==> config.mk <==
export PLATFORM = sky130hd
export DESIGN_NAME = fwc_mul
export DESIGN_NICKNAME = d
export VERILOG_FILES = /design/src/hw/rtl/four_wheel_cascade_motion_controller_defines.svh /design/src/hw/rtl/fwc_pkg.sv /design/src/hw/rtl/fwc_mul.sv
export SDC_FILE = /design/constraint.sdc
export NUM_CORES = 2
export LEC_CHECK = 0
export BUFFER_PORTS_ARGS = -buffer_cell sky130_fd_sc_hd__buf_2
export CELL_PAD_IN_SITES_DETAIL_PLACEMENT = 1
export CELL_PAD_IN_SITES_GLOBAL_PLACEMENT = 1
export CORE_MARGIN = 2
export CORE_UTILIZATION = 55
export DETAILED_ROUTE_END_ITERATION = 10
export PLACE_DENSITY = 0.95
export SLEW_MARGIN = 20
export SYNTH_ARGS = -nofsm -noshare
export SYNTH_HDL_FRONTEND = slang
export SYNTH_SLANG_ARGS = --single-unit
==> constraint.sdc <==
create_clock -name clk -period 10 [get_ports clk]
set_input_delay 1 -clock clk [delete_from_list [all_inputs] [get_ports clk]]
set_output_delay 1 -clock clk [all_outputs]
set_load 0.02 [all_outputs]
==> src/hw/rtl/four_wheel_cascade_motion_controller_defines.svh <==
// Assertion macros for the four-wheel cascade motion controller.
`ifndef FOUR_WHEEL_CASCADE_MOTION_CONTROLLER_DEFINES_SVH
`define FOUR_WHEEL_CASCADE_MOTION_CONTROLLER_DEFINES_SVH
`ifndef SYNTH
`define FWC_ASSERT(lbl, clk, rst_n, prop, msg) \
    lbl: assert property (@(posedge clk) disable iff (!rst_n) (prop)) else $error(msg);
`define FWC_ASSERT_NEXT(lbl, clk, rst_n, pre, post, msg) \
    lbl: assert property (@(posedge clk) disable iff (!rst_n) (pre) |=> (post)) else $error(msg);
`else
`define FWC_ASSERT(lbl, clk, rst_n, prop, msg)
`define FWC_ASSERT_NEXT(lbl, clk, rst_n, pre, post, msg)
`endif
`endif

==> src/hw/rtl/fwc_pkg.sv <==
// Types and constants shared by the motion controller modules.
`default_nettype none
package fwc_pkg;
    localparam int VW = 48;
    typedef logic signed [VW-1:0] val_t;
    localparam logic signed [VW-1:0] ONE_Q = 48'sd65536;
    localparam logic signed [VW-1:0] LIM48 = 48'sh7FFF_FFFF_FFFF;
    localparam logic signed [VW-1:0] PWM_Q = 48'sd8399 * 48'sd65536;
    localparam logic signed [VW-1:0] INTEG_Q = 48'sd10000 * 48'sd65536;
    localparam logic signed [VW-1:0] MINP_Q = 48'sd300 * 48'sd65536;
    localparam logic signed [VW-1:0] DEC_Q = 48'sd100 * 48'sd65536;
    localparam logic signed [VW-1:0] ACC_Q = 48'sd50 * 48'sd65536;
    localparam logic signed [VW-1:0] PROF_WIN = 48'sd50000;
    localparam logic signed [VW-1:0] NEAR_WIN = 48'sd250;
    localparam logic signed [VW-1:0] HALF_TURN = 48'sd46080;
    localparam logic signed [VW-1:0] FULL_TURN = 48'sd92160;
    localparam logic signed [VW-1:0] TOL_Q8 = 48'sd256;
    localparam logic signed [17:0] K_FINE = 18'sd655;
    localparam logic signed [17:0] K_SPEED_I = 18'sd6554;
    localparam logic signed [17:0] K_HEAD_P = 18'sd200;

    typedef enum logic [2:0] {
        MODE_IDLE = 3'd0, MODE_DIST = 3'd1, MODE_TURN = 3'd2,
        MODE_WDIST = 3'd3, MODE_HEAD = 3'd4, MODE_SPEED = 3'd5
    } mode_e;

    typedef enum logic [2:0] {
        REG_MODE = 3'd0, REG_TPOS = 3'd1, REG_TANG = 3'd2,
        REG_WS0 = 3'd3, REG_WS1 = 3'd4, REG_WS2 = 3'd5, REG_WS3 = 3'd6
    } reg_e;

    typedef enum logic [3:0] {
        ST_IDLE, ST_PROF, ST_POS, ST_POSM, ST_HEAD, ST_HEADM,
        ST_SPD, ST_SPDM, ST_DONE, ST_OUT
    } state_e;

    function automatic val_t sat48(input logic signed [VW+1:0] x);
        if (x > 50'(LIM48)) return LIM48;
        else if (x < -50'(LIM48) - 50'sd1) return -LIM48 - 48'sd1;
        else return x[VW-1:0];
    endfunction

    function automatic val_t clampv(input val_t x, input val_t lo, input val_t hi);
        if (x < lo) return lo;
        else if (x > hi) return hi;
        else return x;
    endfunction
endpackage
`default_nettype wire

==> src/hw/rtl/fwc_mul.sv <==
// Registered Q16 gain multiplier: product shifted right by 16, rounded down.
`default_nettype none
module fwc_mul
    import fwc_pkg::*;
(
    input  wire logic              clk,
    input  wire val_t              a,
    input  wire logic signed [17:0] k,
    output val_t                   p
);
    logic signed [65:0] prod;
    val_t p_reg;
    assign prod = a * k;
    always_ff @(posedge clk)
    begin
        p_reg <= prod[63:16];
    end
    assign p = p_reg;
endmodule
`default_nettype wire

# Yosys cells after proc, flatten, opt, wreduce, memory -nomap -nowiden
# Index checks and enable logic that the tools add are counted.
totals:
  register_bits: 48
  input_bits: 67
  out_inout_bits: 48
op_classes:
  n_mul: 1
ops:
  columns: ["operator", "count"]
  rows:
  - ["48-bit by 18-bit multiplier with 64-bit output", 1]

# Depth between registers and ports, before layout
depth:
  depth_word: 1
  ltp_mapped: 25
  mapped_depth_nobuf: 23

# Least setup slack after synthesis
# Ideal clock, no wire load.
synth_path:
  kind: "input to register"
  from: "input port a[33]"
  to: "register p_reg[47] (netlist: p[47])"
  setup_time_ns: 0.128
  t_arrival_ns: 6.842
  required_ns: 9.872
  setup_slack_ns: 3.030
  cell_stages: 25
  path_cell_list: "clkbuf_1 clkbuf_1 nand2_1 fa_1 inv_1 fa_1 inv_1 fa_1 inv_1 fa_1 fa_1 inv_1 fa_1 inv_1 ha_1 buf_2 a21oi_1 o21bai_4 a211oi_2 o211ai_1 a2111o_1 a21oi_4 o41ai_4 nor4_1 nor3_2"
synth_between:
  elab_chain_cells: 1
synth_lines:
  columns: ["item", "line_no", "text"]
  rows:
  - ["start: declaration", "fwc_mul.sv:7", "input wire val_t a,"]
  - ["48-bit by 18-bit multiplier with 64-bit output", "fwc_mul.sv:13", "assign prod = a * k;"]
  - ["named net prod[63]", "fwc_mul.sv:11", "logic signed [65:0] prod;"]
  - ["end signal: assignment", "fwc_mul.sv:16", "p_reg <= prod[63:16];"]
  - ["end: declaration", "fwc_mul.sv:12", "val_t p_reg;"]
# The timed path passes the listed nets, and every way through them passes these cells.

# Worst setup path after layout
layout_path:
  from: "input port k[17]"
  to: "register p_reg[38] (netlist: p[38])"
layout_between:
  elab_chain_cells: 1
layout_lines:
  columns: ["item", "line_no", "text"]
  rows:
  - ["start: declaration", "fwc_mul.sv:8", "input wire logic signed [17:0] k,"]
  - ["48-bit by 18-bit multiplier with 64-bit output", "fwc_mul.sv:13", null]
  - ["named net prod[54]", "fwc_mul.sv:11", null]
# The timed path passes the listed nets, and every way through them passes these cells.

==> metrics.md <==
| Metric | Value |
|---|---|
| Area delta synth->final | `3.66%` |
| Cts-stage hold buffer count | `0` |
| Synth Flop Type | `dfxtp_1` |
| Commonest non-fill, non-tap cell in the layout | `inv_1` |
| Warnings, synthesis | `0` |
| Crit Path Category | `input pin to flop` |
| Max reg flops | `48` |
| MaxCap Viol Count | `0` |
| Postcts setup bufs | `0` |
| Crit-path cells | `buf_2, clkinv_1, buf_4, nor2_1, fa_1, fa_1, fa_1, fa_1, fa_1, inv_1, fa_1, inv_1, ha_1, nand2_1, nor2_1, nand4_1, nor2_1, nand4_1, nand3_1, a221o_1, nand2_1, xnor2_1` |
| CTS resizes | `0` |
| CTS tree | `yes` |
| CTS H-tree lvls | `2` |
| Number of synthesized register bits | `48` |
| Area post-placement | `29,900 um2` |
| CP Data Required Time | `10,270 ps` |
| Worst path slowest cell | `clkinv_1` |
| Port bufs | `114` |
| Placed insts | `3,943` |
| Vias per cell | `6.09` |
| Worst hold path type | `input pin to flop` |
| Most frequent cells in the layout | `909 x inv_1, 794 x fa_1, 625 x nand2_1` |
| Vias in the first global route | `29,300` |
| Avg Synthesized Cell Area | `8.77 um2` |
| Longest Clk Path Bufs | `2` |
| Min Tclk post-route | `8930 ps` |
| Root Buffer Master | `clkbuf_16` |
| Crit-path most repeated cell | `fa_1` |
| Fill cells | `6,180` |
| Iteration-0 DRC Markers | `2,200` |
| Final ANT Viol Nets | `0` |
| Design Area, Final | `30,000 um2` |
| DR WL/cell | `28.1 um` |
| Drt total wl | `111,000 um` |
| Crit path largest cell delay | `770 ps` |
| # nets final | `4,268` |
| Worst Slack Setup Final | `1070 ps` |
| Clk sinks | `48` |
| First-pass GRT wire length | `171,000 um` |
| Setup Viol. Count Final | `0` |
| Site Rows | `84` |
| Syn Std Cell Area | `29,000 um2` |
| Total grt overflow | `0` |
| Initial antenna violation count | `4` |
| Crit start category | `input pin` |
| I/O pin count | `115` |
| Die W | `234 um` |
| Fin cells | `3,954` |
| RePlAce Congestion | `0.893` |
| Die Ht | `234 um` |
| Starting Density | `55.4%` |
| Final Hold Viols | `0` |
| Place WS | `1320 ps` |
| Post-synthesis sequential area ratio | `3.32%` |
| Measured slew at the worst slew-check pin | `1230 ps` |
| Crit path arrival time | `9200 ps` |
| Setup TNS | `0 ps` |
| Ratio of cells with drive above 1 in the final layout | `4.84%` |
| Tot GR Track Use | `43.0%` |
| Critical path fanouts, max | `20` |
| Dpl hpwl | `84,700 um` |
| Synth unique cells | `63` |
| Slew Viols, Final | `0` |
| Clock transition at the registers of the reported paths | `90 ps` |
| Crit end category | `flop` |
| EDFF count, synth | `0` |
| Largest net degree at the start of global routing | `50` |
| Fraction of registers with async set/reset | `0%` |
| Fmax | `112 MHz` |
| RSZ-0062 raised after global routing | `no` |
| Vias | `24,100` |
| Mapped Cells | `3,306` |
| Syn Nets | `4,312` |
| Hold path depth | `6` |
| # DRC | `0` |
| CTS buffer count | `5` |
| DR pass1 iterations | `6` |
| Slew margin rel. | `17.9%` |
| Core Area | `52,300 um2` |
| Status | `finished, final reports clean` |
| Die area | `54,600 um2` |
| Crit share post-route | `89.3%` |
routing by layer:
layer | vias to the layer above | part of all wire, % | global-route usage [%]
li1 | 9210 | - | -
met1 | 12200 | 32 | 46.3
met2 | 1831 | 48 | 70.7
met3 | 805 | 10 | 11.0
met4 | 6 | 10 | 37.2
met5 | - | 0.031 | 0
final timing paths:
check | startpoint | end | slack [ps]
max | k[17] | p[38]$_DFF_P_ | 1070
min | a[47] | p[47]$_DFF_P_ | 1630
synth_stat cells, types with 4 or more instances:
cell      count  area (um2)
a211oi_1      4        30.0
a21o_1       24         180
a21oi_1      57         285
a31oi_1       4        25.0
and2_1      235        1470
and3_1        7        43.8
and4_1        4        35.0
buf_2         4        20.0
clkbuf_1    179         672
dfxtp_1      48         961
fa_1        794       15900
ha_1        145        1810
inv_1       909        3410
nand2_1     625        2350
nand2b_1     14        87.6
nand3_1       5        25.0
nand4_1      17         106
nor2_1       60         225
nor3_1        8        40.0
nor4_1        4        25.0
o211ai_1      4        30.0
o21ai_0      28         140
o21ai_1       5        25.0
o21bai_1     10        75.1
or2_2         4        25.0
xnor2_1      38         333
xor2_1       24         210
cell families (layout without fill, tap and decap cells):
family,count (synthesis),count (layout),synth area share (%)
AOI/OAI and AO/OA,169,169,3.96
xor gates and xnor gates,62,62,1.87
adders and majority gates,939,939,61.1
buffers and inverters,1094,1051,14.2
DFF,48,48,3.32
other,0,3,0
and+or+nand+nor,994,994,15.6
worst max-delay path, delay by kind of cell:
kind	cells	cell delay (ps)
compound gates	1	300
xor+xnor	1	200
fa+ha+maj	7	3430
buf+inv	5	1820
simple gates	8	2390
stage by stage:
stage | utilization, % | hold slack (ps)
after detailed placement | 57.1 | 1420
after global placement | 57.1 | 1420
after CTS | 57.4 | 1620
after global routing | 57.4 | 1720
final | 57.4 | 1630
after floorplan | - | 1340
cell type report:
class / count / area (um2) / area share (%)
Clock buffer: 5 / 125 / 0.416
Inverter: 910 / 3420 / 11.4
Tap cell: 688 / 861 / 2.86
Sequential cell: 48 / 961 / 3.20
Clock inverter: 3 / 46.3 / 0.154
Multi-Input combinational cell: 2164 / 23900 / 79.6
Timing Repair Buffer: 133 / 716 / 2.38
Antenna cell: 3 / 7.51 / 0.0250
Power is not shown: default switching activity piles up to over one toggle a cycle in this logic, so the estimate is an artifact.
